[src/hw/rtl/lookq_pkg.sv]
`timescale 1ns / 1ps

package lookq_pkg;

    // Depth of the queue between front and back end.
    localparam int QUEUE_DEPTH = 4;

    // 1.0 in Q1.30.
    localparam logic [31:0] ONE_Q30 = 32'd1073741824;

    // Quaternion component slots.
    localparam logic [1:0] QI_X = 2'd0;
    localparam logic [1:0] QI_Y = 2'd1;
    localparam logic [1:0] QI_Z = 2'd2;
    localparam logic [1:0] QI_W = 2'd3;

    // One classified word as it travels from front to back.
    typedef struct packed {
        logic signed [32:0] dx;
        logic signed [32:0] dy;
        logic signed [32:0] dz;
        logic               zero;   // eye equals target
        logic               vert;   // forward is vertical
    } t_item;

endpackage

[src/hw/rtl/lookq_queue.sv]
`timescale 1ns / 1ps

module lookq_queue #(
    parameter int DEPTH = lookq_pkg::QUEUE_DEPTH
) (
    input  logic                         i_clk,
    input  logic                         i_rst_n,
    input  logic                         i_push,
    input  lookq_pkg::t_item             i_item,
    input  logic                         i_pop,
    output logic                         o_avail,
    output lookq_pkg::t_item             o_head,
    output logic [$clog2(DEPTH+1)-1:0]   o_count
);

    localparam int PW = $clog2(DEPTH);
    localparam int CW = $clog2(DEPTH + 1);

    lookq_pkg::t_item r_mem [DEPTH];
    logic [PW-1:0]    r_wp, r_rp;
    logic [CW-1:0]    r_cnt;
    logic             w_pop;

    assign w_pop = i_pop && (r_cnt != '0);

    always_ff @(posedge i_clk) begin
        if (!i_rst_n) begin
            r_wp  <= '0;
            r_rp  <= '0;
            r_cnt <= '0;
        end else begin
            if (i_push) begin
                r_wp <= (r_wp == PW'(DEPTH - 1)) ? '0 : r_wp + 1'b1;
            end
            if (w_pop) begin
                r_rp <= (r_rp == PW'(DEPTH - 1)) ? '0 : r_rp + 1'b1;
            end
            if (i_push && !w_pop) begin
                r_cnt <= r_cnt + 1'b1;
            end else if (!i_push && w_pop) begin
                r_cnt <= r_cnt - 1'b1;
            end
        end
    end

    always_ff @(posedge i_clk) begin
        if (i_push) begin
            r_mem[r_wp] <= i_item;
        end
    end

    assign o_avail = (r_cnt != '0);
    assign o_head  = r_mem[r_rp];
    assign o_count = r_cnt;

endmodule

[config.mk]
export PLATFORM = sky130hd
export DESIGN_NAME = lookq_queue
export DESIGN_NICKNAME = d
export VERILOG_FILES = /design/src/hw/rtl/lookq_pkg.sv /design/src/hw/rtl/lookq_queue.sv
export SDC_FILE = /design/constraint.sdc
export NUM_CORES = 1
export LEC_CHECK = 0
export BUFFER_PORTS_ARGS = -buffer_cell sky130_fd_sc_hd__buf_2
export CORE_MARGIN = 2
export CORE_UTILIZATION = 30
export CTS_BUF_LIST = sky130_fd_sc_hd__clkbuf_8
export CTS_CLUSTER_DIAMETER = 200
export DETAILED_ROUTE_END_ITERATION = 10
export GPL_TIMING_DRIVEN = 0
export SYNTH_ARGS = -nofsm -noshare
export SYNTH_HDL_FRONTEND = slang
export SYNTH_SLANG_ARGS = --single-unit
[constraint.sdc]
create_clock -name i_clk -period 4.3 [get_ports i_clk]
set_clock_uncertainty 0.1 [all_clocks]
set_input_delay 0.86 -clock i_clk [delete_from_list [all_inputs] [get_ports i_clk]]
set_output_delay 0.86 -clock i_clk [all_outputs]
set_load 0.02 [all_outputs]
Word-level counts from Yosys, hierarchy flattened:

Memory sizes are Yosys's and may differ from the RTL's. A register that Yosys moved wholly into a read port is not among the register bits.
Cells that the tools add are included.

* input port bits: 105
* bits in registers: 7
* bits in writable memories: 404
* memories: 1
* logic and storage cells: 25
* output and inout bits: 105

Memories
* r_mem: words 4, width 101, read ports 1, clocked after Yosys merged registers in 1, write ports 1, line lookq_queue.sv:19 `lookq_pkg::t_item r_mem [DEPTH];`

* eq/ne operators: 2
* add/sub/neg operators: 4
* multiplexer cells: 8
* reductions and logical operators: 7

Operators by type and width (count)
* two-way mux 2 bit: 4
* two-way mux 3 bit: 2
* adder 2 x 1 -> 2 bit (second input constant): 2
* == test 2 bit (second input constant): 2
* adder 3 x 1 -> 3 bit (second input constant): 1
* logical AND 1 bit: 3
* nonzero test 3 bit: 1
* subtractor 3 x 1 -> 3 bit (second input constant): 1
* logical NOT 1 bit: 2
* two-way mux 1 bit: 2
* nonzero test 2 bit: 1

Longest topological paths before layout:

Gate-level depths: netlist of run 1.

* depth in word-level cells: 5
* depth in mapped cells: 7
* depth with buffers taken out: 7

Least setup slack after synthesis of run 1:

OpenSTA, ideal clock, no wires.

* path kind: in2reg
* from: in i_push
* to: mem r_mem[0][0] (netlist bit), enable pin
* buffers on the path: 0
* setup slack: 0.538 ns
* cell stages on the path: 1
* data arrival time: 3.191 ns
* data required time: 3.729 ns
* path through: and2_1

* cells in the longest elaborated chain, start to end: 2

Ends and longest elaborated chain
* from (decl): line lookq_queue.sv:8 `input logic i_push,`
* two-way mux 1 bit: line lookq_queue.sv:47 `if (i_push) begin`
* two-way mux 1 bit (not written as such): line lookq_queue.sv:48 `r_mem[r_wp] <= i_item;`
* to (decl): line lookq_queue.sv:19

No other way between the ends.

==> results by group, run 1 <==
Critical path
  – Critical Path Sink: o_head[14]
  – Critical path endpoint category: output port
  – Worst-path cell chain: clkbuf_1 -> buf_2 -> mux4_2 -> buf_2
  – Crit path depth: 4
  – Reg2reg start: o_count[0]$_SDFFE_PN0P_
  – Worst path most repeated cell: buf_2
  – FF-to-FF path depth: 7
  – Critical path fanouts, max: 10
  – Crit-path max cell delay: 0.75 ns
  – Crit path DAT: 2.87 ns
  – Crit path max-delay family: buffers and inverters
  – CP required: 3.34 ns
  – CP Class: register to output port
  – R2R Setup Slk: 1.85 ns
  – Crit-path slowest cell: clkbuf_1
  – Crit path buffers/inverters: 3
  – R2r endpoint: o_count[2]$_SDFFE_PN0P_
  – Critical path startpoint category: register

Final layout
  – Final nets: 976
  – Most frequent cells in the layout: 404 x edfxtp_1, 219 x buf_2, 101 x mux4_2
  – Filler cell count: 4601
  – Commonest non-fill, non-tap cell in the layout: edfxtp_1
  – Layout cell share with drive strength beyond 1: 0.4760
  – Area grow syn2layout: 23.13%

Die
  – Starting Density: 0.3020
  – Die X: 227.8 um
  – Top-Level Pins: 210
  – Core Region: 49760 sq um
  – Die area: 51900 sq um
  – Die H: 227.8 um
  – Core Rows: 82

Power
  – Switching power total: 2.929 mW
  – Internal cell power: 7.502 mW
  – Sequential share of power: 0.449
  – Combinational group share of total power: 0.226
  – Max IR drop VDD: 0.3279 mV
  – Clock share of power: 0.326
  – PD cells: 563.7 nW/um^2
  – Overall Power: 10.43 mW
  – Sw Share: 0.2808
  – Leak Pwr: 6.250 nW

Global routing
  – GRT busiest layer: met2
  – Grt met2 use: 0.1942
  – First-pass GRT wire length: 46.69 mm
  – Largest net degree at the start of global routing: 51
  – Vias in the first global route: 7778
  – Initial antenna violation count: 4
  – Gr ovfl total: 0
  – M1 GR Usage: 0.1496
  – Grt met3 use: 0.04388
  – Gr usage total: 0.1221

Timing
  – Count of final setup violators: 0
  – PnR worst setup slack: 0.4672 ns
  – Fin. Hold Viols: 0
  – Fin crit period: 3.833 ns
  – Final number of max-transition violations: 0
  – Max_slew headroom: 0.3291
  – Period utilization: 0.8913
  – Unrepaired setup endpoints after global routing: no
  – Worst Max-Slew Pin Slew: 1.006 ns
  – Max frequency: 260.9 MHz

Synthesis
  – Async S/R FF share, synth: 0
  – Seq/Total Area, Yosys: 0.8192
  – Yosys reg bits: 413
  – EDFF count, synth: 404
  – Yosys warnings: 0
  – Post-Syn Area: 15030 sq um
  – Syn Nets: 684
  – Post-synth top flop: edfxtp_1
  – Netlist cell types: 21
  – Syn Area/Cell: 26.27 sq um
  – Syn Inst Count: 572

Hold path
  – Hold Path Class: input port to register

Routing
  – Avg WL per Cell: 19.52 um
  – DRC: 0
  – Drt via density: 4.344
  – Antenna Nets Post-Route: 0
  – DR iter-0 viols: 346
  – 1st-pass router iterations: 5
  – Via count: 6912
  – Detailed Route WL: 31.06 mm

CTS
  – CTS Buf Count: 73
  – CTS Hold Buffers Added: 0
  – Max Root-Sink Buffers: 3
  – CTS tree: done
  – CTS HTree Levels: 3
  – Resized cells post-CTS: 0
  – Clock sink count: 413
  – Clock Pin Slew Worst Setup and Hold Paths: 0.05 ns
  – Postcts setup bufs: 0
  – Clk_lat worst skew: 0.64 ns
  – Root buffer cell: clkbuf_8

Placement
  – Pre-CTS setup slack: 0.9664 ns
  – Routability congestion estimate: 0.6686
  – Port Buffer Count: 209
  – DP HPWL: 18.74 mm

Flow run
  – Max Cap Viol: 0

Outcome
  – Outcome: finished clean
==> cell families after synthesis <==
family          share of synthesized area
flops                              0.8192
simple gates                     0.005828
mux                                0.1534
buf+inv                           0.01207
compound gates                   0.001998
xor+xnor                         0.001166
fa+ha+maj                        0.006327
==> cells in the mapped netlist, types with 2 or more instances <==
cell type | instances | share of area
and2_1 | 5 | 0.0021
buf_2 | 10 | 0.0033
buf_6 | 10 | 0.0075
clkbuf_1 | 2 | 0.00050
dfxtp_1 | 9 | 0.012
edfxtp_1 | 404 | 0.81
ha_1 | 6 | 0.0050
inv_1 | 3 | 0.00075
mux2i_1 | 3 | 0.0020
mux4_2 | 101 | 0.15
nand2_1 | 2 | 0.00050
nand3_1 | 2 | 0.00067
nor2_1 | 2 | 0.00050
nor2b_1 | 3 | 0.0012
o21ai_0 | 3 | 0.0010
or3_1 | 2 | 0.00083
==> worst min path at each step <==
stage / start / end / slack, ns / cells after the start
after floorplan: r_rp[1]$_SDFFE_PN0P_ / register / 0.38 / 2
after global placement: o_count[2]$_SDFFE_PN0P_ / o_count[2]$_SDFFE_PN0P_ / 0.40 / 2
after detailed placement: r_rp[1]$_SDFFE_PN0P_ / register / 0.42 / 2
after CTS: i_item[35] / r_mem[3][35]$_DFFE_PP_ / 0.25 / 1
after global routing: i_item[41] / r_mem[1][41]$_DFFE_PP_ / 0.29 / 1
final: i_item[53] / r_mem[3][53]$_DFFE_PP_ / 0.34 / 1
==> layer usage <==
metal | vias to the layer above | part of all wire
li1 | 3072 | -
met1 | 3571 | 0.43
met2 | 203 | 0.47
met3 | 62 | 0.071
met4 | 4 | 0.025
met5 | - | 0.00068
==> per-stage QoR <==
| stage | instances | utilization | setup TNS (ns) | hold slack, ns | instance area, sq um |
|---|---|---|---|---|---|
| after floorplan | 572 | - | 0 | 0.3785 | 15030 |
| after global placement | 1453 | 0.3399 | -749.93 | 0.4014 | 16920 |
| after detailed placement | 1461 | 0.3441 | 0 | 0.4247 | 17120 |
| after CTS | 1590 | 0.3718 | 0 | 0.2481 | 18500 |
| after global routing | 1590 | 0.3718 | 0 | 0.2853 | 18500 |
| final | 1591 | 0.3719 | 0 | 0.3364 | 18500 |
==> power groups by stage <==
stage | combinational, mW | clock, mW | sequential [mW]
2_1_floorplan | 1.61 | 0 | 4.78
3_3_place_gp | 2.39 | 0 | 4.79
3_5_place_dp | 2.43 | 0 | 4.77
4_1_cts | 2.44 | 3.55 | 4.68
5_1_grt | 2.54 | 3.71 | 4.70
6_report | 2.35 | 3.40 | 4.68
==> cell type report <==
cell class | count | area, sq um | area share
diodes | 1 | 2.502 | 0.0001352
plain buffers | 22 | 170.2 | 0.009196
clock buffers | 82 | 1129 | 0.06099
clock inverters | 47 | 250.2 | 0.01352
inverters | 3 | 11.26 | 0.0006086
multi-input cells | 134 | 2545 | 0.1375
flip-flops and latches | 413 | 12310 | 0.6654
well taps | 672 | 840.8 | 0.04544
repair buffers | 217 | 1244 | 0.06721
==> flip-flops by register name, indices dropped and copies added (netlist names), named ones only <==
signal   flops
r_mem      404
r_wp         2
o_count      3
r_rp         2
Note: power is estimated with default switching activity, not from simulation.
==> inputs of run 2 (changes only) <==
Settings changed: BUFFER_PORTS_ARGS -buffer_cell sky130_fd_sc_hd__buf_2 to -buffer_cell sky130_fd_sc_hd__buf_4.
Clock period 4.3 ns to 3.8 ns, I/O delays scaled along.
==> results by group, run 2 (synthesis gave the netlist of run 1 again) <==
Power
  – Sw Share: 0.2771
  – Leak Pwr: 6.474 nW
  – Overall Power: 12.12 mW
  – Max IR drop VDD: 0.3055 mV
  – PD cells: 636.0 nW/um^2
  – Internal cell power: 8.765 mW
  – Sequential share of power: 0.437
  – Clock share of power: 0.320
  – Combinational group share of total power: 0.243
  – Switching power total: 3.360 mW

Routing
  – 1st-pass router iterations: 4
  – Drt via density: 4.396
  – Avg WL per Cell: 19.66 um
  – Via count: 7016
  – DR iter-0 viols: 343
  – Antenna Nets Post-Route: 0
  – Metal2 WL: 14.88 mm
  – M1 WL: 13.34 mm
  – Met3 wire len: 2.413 mm
  – Highest metal used: met5
  – DRC: 0
  – Detailed Route WL: 31.37 mm

Timing
  – Max_slew headroom: 0.5748
  – Count of final setup violators: 0
  – Fin crit period: 3.251 ns
  – Final number of max-transition violations: 0
  – Fin. Hold Viols: 0
  – Max frequency: 307.6 MHz
  – Worst Max-Slew Pin Slew: 0.6378 ns
  – Period utilization: 0.8554
  – Final setup TNS: 0 ns
  – Worst hold slack: 0.2248 ns
  – Unrepaired setup endpoints after global routing: no

Die
  – Die area: 51900 sq um
  – Die X: 227.8 um
  – Die H: 227.8 um
  – Core Region: 49760 sq um
  – Core Rows: 82
  – Starting Density: 0.3020
  – Top-Level Pins: 210

Global routing
  – Gr ovfl total: 0
  – Largest net degree at the start of global routing: 52
  – Vias in the first global route: 7671
  – Gr usage total: 0.1217
  – Initial antenna violation count: 1
  – First-pass GRT wire length: 46.72 mm

Final layout
  – Area grow syn2layout: 26.85%
  – Finished Layout Cells: 1596
  – Most frequent cells in the layout: 404 x edfxtp_1, 209 x buf_4, 101 x mux4_2
  – Biggest register: r_mem
  – Commonest non-fill, non-tap cell in the layout: edfxtp_1
  – Layout cell share with drive strength beyond 1: 0.4707
  – Final nets: 976
  – Max FFs per register: 404

Critical path
  – FF-to-FF path depth: 7
  – CP required: 2.94 ns
  – CP Class: register to output port
  – Crit path DAT: 2.39 ns
  – Critical path endpoint category: output port
  – Critical path fanouts, max: 12
  – Critical path startpoint category: register

CTS
  – CTS tree: done
  – Clock sink count: 413
  – CTS Buf Count: 73
  – Postcts setup bufs: 0
  – Resized cells post-CTS: 1
  – CTS Hold Buffers Added: 0
  – Root buffer cell: clkbuf_8
  – Clk_lat worst skew: 0.62 ns
  – Max Root-Sink Buffers: 3
  – CTS HTree Levels: 3
  – Clock Pin Slew Worst Setup and Hold Paths: 0.06 ns

Outcome
  – Outcome: finished clean

Hold path
  – Hold Path Class: input port to register
  – WHS Path Cells: 1

Placement
  – Routability congestion estimate: 0.6684
  – DP HPWL: 18.43 mm
  – Dpl cells: 1461
  – Port Buffer Count: 209

Flow run
  – Max Cap Viol: 0
-- run 2: cell count changes in the layout (fill, tap and decap cells not counted), sizes merged --
cell,change
bufinv,+1
clkbuf,-3
clkinv,-1
clkinvlp,-1
diode,+1
inv,+8
-- run 2: final timing paths --
kind,from,end,slack [ns]
setup reg to reg,o_count[0]$_SDFFE_PN0P_,o_count[2]$_SDFFE_PN0P_,1.35
setup / recovery,register,o_head[14],0.55
hold / removal,i_item[8],r_mem[1][8]$_DFFE_PP_,0.22
hold reg to reg,o_count[2]$_SDFFE_PN0P_,o_count[2]$_SDFFE_PN0P_,0.43
-- run 2: worst max-delay path, cell delays in order (launching register included) --
cell and delay, ns:
dfxtp_1 0.32, clkbuf_2 0.42, buf_2 0.47, mux4_2 0.36
buf_4 0.19
-- run 2: power groups by stage --
stage          clock network (mW)  logic, mW  registers, mW
6_report                     3.87       2.95           5.30
5_1_grt                      4.23       3.17           5.31
4_1_cts                      4.05       3.05           5.30
3_5_place_dp                    0       3.04           5.39
3_3_place_gp                    0       2.99           5.42
2_1_floorplan                   0       1.82           5.41
-- run 2: metal layers --
metal  global-route usage  vias up
li1                     -     3082
met1               0.1523     3658
met2               0.1901      220
met3              0.04525       54
met4              0.05201        2
met5                    0        -
-- run 2: cell type report --
type	instances	area, sq um
clock buffer	79	1087
sequential	413	12310
buffer	22	171.4
fill	4557	30700
clock inverter	54	301.5
inverter	3	11.26
antenna	2	5.005
tap	672	840.8
timing repair buffer	217	1789
multi-input combinational	134	2545
-- run 2: through the flow --
step,setup WS (ns),utilization,area [sq um]
2_1_floorplan,0.1379,-,15030
3_3_place_gp,-2.313,0.3504,17440
3_5_place_dp,0.6352,0.3551,17670
4_1_cts,0.3752,0.3830,19060
5_1_grt,0.3880,0.3830,19060
6_report,0.5493,0.3831,19060
