**src/hw/rtl/lookq_pkg.sv**
```systemverilog
`timescale 1ns / 1ps

package lookq_pkg;

    // Depth of the queue between front and back end.
    localparam int QUEUE_DEPTH = 4;

    // 1.0 in Q1.30.
    localparam logic [31:0] ONE_Q30 = 32'd1073741824;

    // Quaternion component slots.
    localparam logic [1:0] QI_X = 2'd0;
    localparam logic [1:0] QI_Y = 2'd1;
    localparam logic [1:0] QI_Z = 2'd2;
    localparam logic [1:0] QI_W = 2'd3;

    // One classified word as it travels from front to back.
    typedef struct packed {
        logic signed [32:0] dx;
        logic signed [32:0] dy;
        logic signed [32:0] dz;
        logic               zero;   // eye equals target
        logic               vert;   // forward is vertical
    } t_item;

endpackage

```
**src/hw/rtl/lookq_front.sv**
```systemverilog
`timescale 1ns / 1ps

module lookq_front (
    input  logic                i_clk,
    input  logic                i_rst_n,
    input  logic                i_accept,
    input  logic signed [31:0]  i_eye_x,
    input  logic signed [31:0]  i_eye_y,
    input  logic signed [31:0]  i_eye_z,
    input  logic signed [31:0]  i_target_x,
    input  logic signed [31:0]  i_target_y,
    input  logic signed [31:0]  i_target_z,
    output logic                o_push,
    output lookq_pkg::t_item    o_item
);

    logic             r_v;
    lookq_pkg::t_item r_item;
    logic signed [32:0] w_dx, w_dy, w_dz;

    assign w_dx = 33'(i_target_x) - 33'(i_eye_x);
    assign w_dy = 33'(i_target_y) - 33'(i_eye_y);
    assign w_dz = 33'(i_target_z) - 33'(i_eye_z);

    always_ff @(posedge i_clk) begin
        if (!i_rst_n) begin
            r_v <= 1'b0;
        end else begin
            r_v <= i_accept;
        end
    end

    // Classify exact-zero cases on the raw differences.
    always_ff @(posedge i_clk) begin
        if (i_accept) begin
            r_item.dx   <= w_dx;
            r_item.dy   <= w_dy;
            r_item.dz   <= w_dz;
            r_item.zero <= (w_dx == '0) && (w_dy == '0) && (w_dz == '0);
            r_item.vert <= (w_dx == '0) && (w_dy == '0);
        end
    end

    assign o_push = r_v;
    assign o_item = r_item;

endmodule

```
**config.mk**
```make
export PLATFORM = sky130hd
export DESIGN_NAME = lookq_front
export DESIGN_NICKNAME = d
export VERILOG_FILES = /design/src/hw/rtl/lookq_pkg.sv /design/src/hw/rtl/lookq_front.sv
export SDC_FILE = /design/constraint.sdc
export NUM_CORES = 1
export LEC_CHECK = 0
export ABC_AREA = 1
export BUFFER_PORTS_ARGS = -buffer_cell sky130_fd_sc_hd__buf_2
export CORE_MARGIN = 2
export CORE_UTILIZATION = 25
export DETAILED_ROUTE_END_ITERATION = 12
export PLACE_DENSITY_LB_ADDON = 0.3
export SYNTH_ARGS = -nofsm -noshare
export SYNTH_HDL_FRONTEND = slang
export SYNTH_SLANG_ARGS = --single-unit
```
**constraint.sdc**
```tcl
create_clock -name i_clk -period 3.8 [get_ports i_clk]
set_input_delay 0.19 -clock i_clk [delete_from_list [all_inputs] [get_ports i_clk]]
set_output_delay 0.19 -clock i_clk [all_outputs]
set_load 0.005 [all_outputs]
```
Yosys cells after proc, flatten, opt, wreduce, memory -nomap -nowiden
Index checks and enable logic that the tools add are counted.
{"block": "word_totals", "register_bits": 102, "in_bits": 195, "output_inout_bits": 102, "elab_cells": 14}
{"block": "op_classes", "addsub": 3, "n_reduce_logical": 5}
{"op": "logical NOT 33 bit", "count": 3}
{"op": "subtractor 32 x 32 -> 33 bit", "count": 3}
{"op": "logical AND 1 bit", "count": 2}

Logic depth before layout (Yosys ltp)
Gate-level depths: netlist of the first run.
{"block": "depth", "depth_word": 4, "depth_mapped": 21, "mapped_depth_nobuf": 20}

Worst setup path before layout of the first run
Ideal clock, no wire load.
{"block": "synth_path", "kind": "input port to flip-flop", "start": "input i_target_x[0]", "end": "register r_item (netlist bit o_item[1]), data pin", "setup_time_ps": 135, "arrival_ps": 1973, "t_required_ps": 3665, "path_slack_ps": 1692, "path_stages": 18, "n_path_buf": 0, "path_cell_list": "inv_1 > ha_1 > fa_1 > inv_1 > nand2_1 > nand2_1 > nand3_1 > nand2_1 > nand2_1 > nand2_2 > nand3_1 > nand2_1 > nand2_1 > nand2_1 > nand3_1 > nor3_2 > nand2_1 > nor2_2"}
{"block": "synth_via", "elab_chain_len": 4}
{"item": "from (decl)", "line_no": "lookq_front.sv:10", "rtl": "input logic signed [31:0] i_target_x,"}
{"item": "subtractor 32 x 32 -> 33 bit", "line_no": "lookq_front.sv:21", "rtl": "assign w_dx = 33'(i_target_x) - 33'(i_eye_x);"}
{"item": "logical NOT 33 bit", "line_no": "lookq_front.sv:39", "rtl": "r_item.zero <= (w_dx == '0) && (w_dy == '0) && (w_dz == '0);"}
{"item": "logical AND 1 bit (2 in series)", "line_no": "lookq_front.sv:39"}
{"item": "to (decl)", "line_no": "lookq_front.sv:18", "rtl": "lookq_pkg::t_item r_item;"}
Every way passes these cells.
A chain may end at the register's enable or synchronous reset.

Worst setup path after layout of the first run
{"block": "layout_path", "start": "input i_eye_x[0]", "end": "register r_item (netlist bit o_item[1]), data pin"}
{"block": "layout_via", "elab_chain_len": 4}
{"item": "from (decl)", "line_no": "lookq_front.sv:7", "rtl": "input logic signed [31:0] i_eye_x,"}
{"item": "subtractor 32 x 32 -> 33 bit", "line_no": "lookq_front.sv:21"}
{"item": "logical NOT 33 bit", "line_no": "lookq_front.sv:39"}
{"item": "logical AND 1 bit (2 in series)", "line_no": "lookq_front.sv:39"}
Every way passes these cells.

==> results.tsv, run 1 <==
metric	value	unit
number of violations reported at the end of detailed-routing iteration 0	751	
Worst Path Class, Setup	in -> reg	
Vias	12100	
net count of the mapped netlist	2175	
final instance count without filler cells	2787	
final critical-path setup slack	1410	ps
buffers added on ports	296	
Worst Min Path Start	i_eye_y[0]	
grt total ovfl	0	
die height	216	um
dominant register cell in the synthesized netlist	sky130_fd_sc_hd__edfxtp_1	
number of global-route vias before repair	11900	
H-tree levels	3	
all-layer global routing usage	16.7	%
register area share after synthesis	27.1	%
total setup buffers inserted after CTS	0	
kind of start point of the critical path	input port	
global-route wire length before repair	61500	um
CTS Buffer Depth	2	
routed wl met3	1750	um
async set or reset register ratio after synthesis	0	%
CTS tree	built	
wl on met1	18400	um
drt via density	4.33	
Final setup violation count	0	
unrepaired setup endpoints after global routing	false	
Achievable Freq	419	MHz
number of cells in the design after placement	2770	
headroom to the max-slew limit	54.1	%
ports placed on the boundary	297	
filler cell count	4985	
DR top layer	met4	
mean post-synth cell area	5.99	um2
data arrival time of the worst path	2650	ps
number of placement rows	77	
fraction of the core area covered by cells at the end of the flow	31.1	%
post-DR wirelength/cell	14.0	um
result of the run	complete, no violations	
total of warnings raised by yosys	0	
LEAKAGE	8.09	nW
core outline area	44400	um2
period utilization	62.9	%
routed wire length	39000	um
Detail Route Antenna Nets	0	
Worst Setup Slack post-DPL	974	ps
clock root cell	sky130_fd_sc_hd__clkbuf_16	
category of the worst setup path capture point	flip-flop	
share of layout cells above drive strength 1	15.3	%
largest net degree at the start of global routing	37	
number of iterations in the first detailed-routing pass	5	
post-synth cell types	29	
Peak supply drop	0.179	mV
initial standard-cell utilization of the core	25.4	%
HP Class	in -> reg	
synthesis-to-layout area growth	22.5	%
number of enable flip-flop cells after synthesis	101	
nets@finish	2484	
final hold violation count	0	
cell area after synthesis	11300	um2
number of antenna repair diodes	0	
DP HPWL	33700	um
time the worst path needs with I/O delays and setup	2390	ps
overall die width	216	um
Hold Crit Endpoint	o_item[35]	
transition time at the pin with the least slew margin	683	ps
number of max-slew violations in the final report	0	
cell count after synthesis	1881	
Req. time, crit path	4060	ps
final weighted congestion in routability-driven placement	0.914	
Worst Hold Depth	3	
power density over cell area	309	nW/um2
clk slew on worst S/H paths	90	ps
routed length on met2	17800	um
number of antenna violations at the first check in global routing	0	
largest fanout on the critical path	4	
DIE AREA	46800	um2
# Max-Cap Violations	0	
number of sinks driven by the clock tree	102	
CTS Buf Count	9	
Total Neg Setup Slack	0	ps
DRC	0	
flip-flop and latch count after synthesis	102	
## cells in the mapped netlist, types with 7 or more instances
cell	n	area [um2]
sky130_fd_sc_hd__nand2_2	9	56.3
sky130_fd_sc_hd__ha_1	96	1200
sky130_fd_sc_hd__nor2_2	7	43.8
sky130_fd_sc_hd__nor2_1	167	627
sky130_fd_sc_hd__a21oi_1	70	350
sky130_fd_sc_hd__o21bai_1	8	60.1
sky130_fd_sc_hd__o21ai_0	21	105
sky130_fd_sc_hd__nor3_1	18	90.1
sky130_fd_sc_hd__xnor2_1	7	61.3
sky130_fd_sc_hd__edfxtp_1	101	3030
sky130_fd_sc_hd__nand2_1	714	2680
sky130_fd_sc_hd__nand4_1	18	113
sky130_fd_sc_hd__nand3b_1	36	270
sky130_fd_sc_hd__nand3_1	101	505
sky130_fd_sc_hd__inv_1	471	1770
## registers in the layout, summed over array words and instances (netlist names)
register  flops
o_item      101
o_push        1
## final cells by class
cell class / count / area [um2] / share of cell area, %
Clock buffer: 9 / 225 / 1.63
Clock inverter: 7 / 77.6 / 0.561
Inverter: 476 / 1790 / 12.9
Multi-Input combinational cell: 1302 / 6420 / 46.5
Sequential cell: 102 / 3050 / 22.1
Tap cell: 592 / 741 / 5.36
Timing Repair Buffer: 299 / 1510 / 10.9
## cells by family after synthesis
family / count (synthesis) / share of synthesized area, %
simple gates: 1085 / 39.8
flops: 102 / 27.1
xor+xnor: 13 / 1.01
compound gates: 105 / 4.96
buf+inv: 477 / 15.9
fa+ha+maj: 99 / 11.2
## placed cells by master (no fill, tap or decap), types with 6 or more instances in the layout
cell,count
sky130_fd_sc_hd__nand2_1,714
sky130_fd_sc_hd__inv_1,471
sky130_fd_sc_hd__buf_2,295
sky130_fd_sc_hd__nor2_1,167
sky130_fd_sc_hd__nand3_1,101
sky130_fd_sc_hd__edfxtp_1,101
sky130_fd_sc_hd__ha_1,96
sky130_fd_sc_hd__a21oi_1,70
sky130_fd_sc_hd__nand3b_1,36
sky130_fd_sc_hd__o21ai_0,21
sky130_fd_sc_hd__nor3_1,18
sky130_fd_sc_hd__nand4_1,18
sky130_fd_sc_hd__nand2_2,9
sky130_fd_sc_hd__clkbuf_16,9
sky130_fd_sc_hd__o21bai_1,8
sky130_fd_sc_hd__xnor2_1,7
sky130_fd_sc_hd__nor2_2,7
sky130_fd_sc_hd__xor2_1,6
## per-layer routing
layer	vias up	global-route usage, %
met1	5353	21.7
met4	0	5.89
met2	335	28.2
met5	-	0
met3	48	2.20
li1	6338	-
## worst max-delay path, cell delays in order
cell                      delay, ps
sky130_fd_sc_hd__buf_2          100
sky130_fd_sc_hd__ha_1           220
sky130_fd_sc_hd__fa_1           430
sky130_fd_sc_hd__inv_1          160
sky130_fd_sc_hd__nand2_1         70
sky130_fd_sc_hd__nand2_1         80
sky130_fd_sc_hd__nand3_1         90
sky130_fd_sc_hd__nand2_1        130
sky130_fd_sc_hd__nand2_1        110
sky130_fd_sc_hd__nand2_2        100
sky130_fd_sc_hd__nand2_1         50
sky130_fd_sc_hd__nand2_1         80
sky130_fd_sc_hd__nand2_1         60
sky130_fd_sc_hd__nor2_1         190
sky130_fd_sc_hd__nand2_1         70
sky130_fd_sc_hd__nor2_1         150
sky130_fd_sc_hd__nand3_1         90
sky130_fd_sc_hd__nor2_1          90
sky130_fd_sc_hd__nand2_1        100
sky130_fd_sc_hd__nor2_2          90
## worst max path at each step
stage             startpoint         to  slack [ps]
2_1_floorplan  i_target_x[0]  o_item[1]        1690
3_3_place_gp      i_eye_x[0]  o_item[1]        1050
3_5_place_dp      i_eye_x[0]  o_item[1]         970
4_1_cts           i_eye_x[0]  o_item[1]        1400
5_1_grt        i_target_x[0]  o_item[1]        1130
6_report          i_eye_x[0]  o_item[1]        1410
## power breakdown
part / internal [mW] / leakage (nW) / switching, mW
Clock: 0.523 / 0.149 / 0.530
Sequential: 1.45 / 0.998 / 0.0531
Combinational: 0.609 / 6.94 / 1.11
## through the flow
step           hold WS (ps)  instance area [um2]  power [mW]
6_report                228                13800        4.27
5_1_grt                 226                13800        4.61
4_1_cts                 209                13800        4.34
3_5_place_dp            387                13500        3.24
3_3_place_gp            381                13500        3.24
2_1_floorplan           283                11300        2.55
## repair_timing
item | 4_1_cts | 5_1_grt
hold endpoints to repair | 1 | 0
gates resized for setup | 0 | 0
hold buffers | 1 | 0
No activity file was read; power rests on OpenSTA's default activity.
==> run 2, diff against run 1 <==
- ABC_AREA: 1 -> 0
- clock period: 3.8 -> 2.4 ns (I/O delays scaled with it)
==> results.tsv, run 2 <==
metric	value	unit	change
HP Class	in -> reg		
cell count after synthesis	984		-48%
Largest register FFs	101		unchanged
flip-flop and latch count after synthesis	102		unchanged
number of enable flip-flop cells after synthesis	101		unchanged
cell type contributing the most total cell area after synthesis	sky130_fd_sc_hd__edfxtp_1		
category of the worst setup path capture point	flip-flop		
power density over cell area	509	nW/um2	+65%
post-DR wirelength/cell	15.8	um	+12%
H-tree levels	3		unchanged
total net switching power	2.51	mW	+48%
post-synth cell types	73		+150%
number of violations reported at the end of detailed-routing iteration 0	358		-52%
nets@finish	1912		-23%
number of placement rows	68		-12%
highest-count cells in the layout ignoring fill and taps	334 x sky130_fd_sc_hd__buf_4, 287 x sky130_fd_sc_hd__buf_2, 113 x sky130_fd_sc_hd__inv_1		
CTS Buffer Depth	2		unchanged
combinational share of power	46.7	%	+6.5 points
final hold violation count	0		unchanged
period utilization	134	%	
core outline area	34700	um2	-22%
total of warnings raised by yosys	0		unchanged
die height	192	um	-11%
number of antenna violations at the first check in global routing	21		+21
time the worst path needs with I/O delays and setup	3210	ps	
post-layout power	7.49	mW	+76%
leading cell type in the layout, fill and taps excluded	sky130_fd_sc_hd__buf_4		
number of max-slew violations in the final report	0		unchanged
Flop pwr share	32.5	%	-2.6 points
kind of start point of the critical path	input port		
DRC	0		unchanged
DP HPWL	27500	um	-18%
Worst Path Class, Setup	in -> reg		
routed wire length	32900	um	-16%
violations in the final reports	setup timing		
number of sinks driven by the clock tree	102		unchanged
register area share after synthesis	34.5	%	+7.5 points
routed wl met3	2410	um	+38%
synthesis-to-layout area growth	66.6	%	
routed length on met2	16000	um	-10%
headroom to the max-slew limit	57.1	%	+3.1 points
grt total ovfl	0		unchanged
CTS Buf Count	9		unchanged
cells taking the most area after synthesis	sky130_fd_sc_hd__edfxtp_1 34%, sky130_fd_sc_hd__ha_1 14%, sky130_fd_sc_hd__inv_1 5.3%		
clk slew on worst S/H paths	70	ps	-20 ps
Commonest cells post-synth	124 x sky130_fd_sc_hd__inv_1, 101 x sky130_fd_sc_hd__edfxtp_1, 96 x sky130_fd_sc_hd__ha_1		
clock root cell	sky130_fd_sc_hd__clkbuf_16		
cell-internal power	4.98	mW	+93%
initial standard-cell utilization of the core	25.5	%	+0.084 points
Detail Route Antenna Nets	0		unchanged
ports placed on the boundary	297		unchanged
transition time at the pin with the least slew margin	637	ps	-45.8 ps
number of cells in the design after placement	2047		-26%
mean post-synth cell area	8.99	um2	+50%
Req. time, crit path	2630	ps	-1430 ps
drt via density	4.56		+5.2%
Achievable Freq	312	MHz	
number of iterations in the first detailed-routing pass	5		unchanged
largest net degree at the start of global routing	47		+27%
buffers added on ports	296		unchanged
LEAKAGE	6.95	nW	-14%
Peak supply drop	0.356	mV	+99%
switching part of the total power	33.5	%	-6.1 points
DIE AREA	36900	um2	-21%
# Max-Cap Violations	0		unchanged
all-layer global routing usage	17.6	%	+0.98 points
number of global-route vias before repair	9838		-18%
final instance count without filler cells	2087		-25%
Final setup violation count	4		+4
net count of the mapped netlist	1278		-41%
share of layout cells above drive strength 1	48.6	%	+33 points
final critical-path setup slack	-805	ps	-2220 ps
largest fanout on the critical path	3		-1
result of the run	finished, violations left		
most common cell in the netlist	sky130_fd_sc_hd__inv_1		
global-route wire length before repair	50300	um	-18%
overall die width	192	um	-11%
final weighted congestion in routability-driven placement	0.894		-2.1%
DR top layer	met5		
Vias	9509		-21%
dominant register cell in the synthesized netlist	sky130_fd_sc_hd__edfxtp_1		
async set or reset register ratio after synthesis	0	%	unchanged
cell area after synthesis	8840	um2	-22%
data arrival time of the worst path	3440	ps	+790 ps
area share of the largest cell type after synthesis	34.3	%	+7.4 points
CTS tree	built		
wl on met1	13900	um	-24%
part of the power in the clock network	20.8	%	-3.9 points
unrepaired setup endpoints after global routing	true		
## run 2: cell count changes after synthesis, moves of 33 or more
cell and delta:
sky130_fd_sc_hd__nand3_1 -88, sky130_fd_sc_hd__inv_1 -347, sky130_fd_sc_hd__nand3b_1 -33, sky130_fd_sc_hd__xnor2_1 +46
sky130_fd_sc_hd__nand2_1 -639, sky130_fd_sc_hd__nor2_1 -99
## run 2: critical path, stage by stage
cell	delay, ps
sky130_fd_sc_hd__buf_2	110
sky130_fd_sc_hd__ha_4	280
sky130_fd_sc_hd__nand3b_1	150
sky130_fd_sc_hd__a21oi_4	220
sky130_fd_sc_hd__o211ai_1	130
sky130_fd_sc_hd__buf_4	160
sky130_fd_sc_hd__nand3_4	110
sky130_fd_sc_hd__xnor2_4	100
sky130_fd_sc_hd__or4_4	530
sky130_fd_sc_hd__or4_4	540
sky130_fd_sc_hd__nor4_4	170
sky130_fd_sc_hd__nand4b_1	220
sky130_fd_sc_hd__nor4_4	230
sky130_fd_sc_hd__buf_4	170
sky130_fd_sc_hd__and4bb_1	180
## run 2: kinds of logic (layout without fill, tap and decap cells)
logic type / Yosys count / after routing / synth area share [%]
compound gates: 298 / 298 / 22.0
simple gates: 264 / 264 / 14.9
buf+inv: 136 / 775 / 5.91
flops: 102 / 102 / 34.5
fa+ha+maj: 99 / 99 / 14.3
xor+xnor: 84 / 84 / 8.32
mux: 1 / 1 / 0.113
other cells: 0 / 9 / 0
## run 2: area by class of cell
type	instances	area [um2]
Sequential cell	102	3050
Tap cell	455	569
Antenna cell	9	22.5
Fill cell	3505	20000
Inverter	124	475
Timing Repair Buffer	635	4110
Multi-Input combinational cell	746	6210
Clock buffer	11	233
Clock inverter	5	60.1
## run 2: power by group through the flow
stage / Clock (mW) / Sequential, mW / Combinational (mW)
floorplan: 0 / 2.49 / 1.41
global placement: 0 / 2.48 / 3.20
detailed placement: 0 / 2.48 / 3.21
CTS: 1.62 / 2.44 / 3.41
global route: 1.66 / 2.46 / 3.85
finish: 1.56 / 2.44 / 3.50
## run 2: path summary, 6_finish.rpt
| path | start | endpoint | slack (ps) | depth (start not counted) |
|---|---|---|---|---|
| max | i_target_y[2] | o_item[1] | -810 | 15 |
| min | i_eye_x[0] | o_item[68] | 150 | 3 |
## run 2: layer usage
metal  GRT usage, %  up-vias
met5              0        -
met4           3.88       24
met3           5.37       43
met2           31.5      215
met1           20.7     4340
li1               -     4887
## run 2: timing repair
item,in CTS,in global routing
hold buffers,1,0
pin swaps,28,32
gates resized for setup,87,64
endpoints found under the hold margin,1,0
setup buffers,11,6
endpoints found under the setup margin,12,17
cloned,0,0
## run 2: per-stage QoR
| step | util [%] | hold WS, ps | setup TNS, ps | setup slack [ps] | area (um2) |
|---|---|---|---|---|---|
| 2_1_floorplan | - | 232 | -842 | -501 | 9080 |
| 3_3_place_gp | 38.9 | 326 | -13080 | -1410 | 13500 |
| 3_5_place_dp | 38.9 | 331 | -12800 | -1390 | 13500 |
| 4_1_cts | 41.4 | 158 | -1370 | -754 | 14400 |
| 5_1_grt | 42.4 | 151 | -2350 | -1020 | 14700 |
| 6_report | 42.4 | 155 | -1480 | -805 | 14700 |
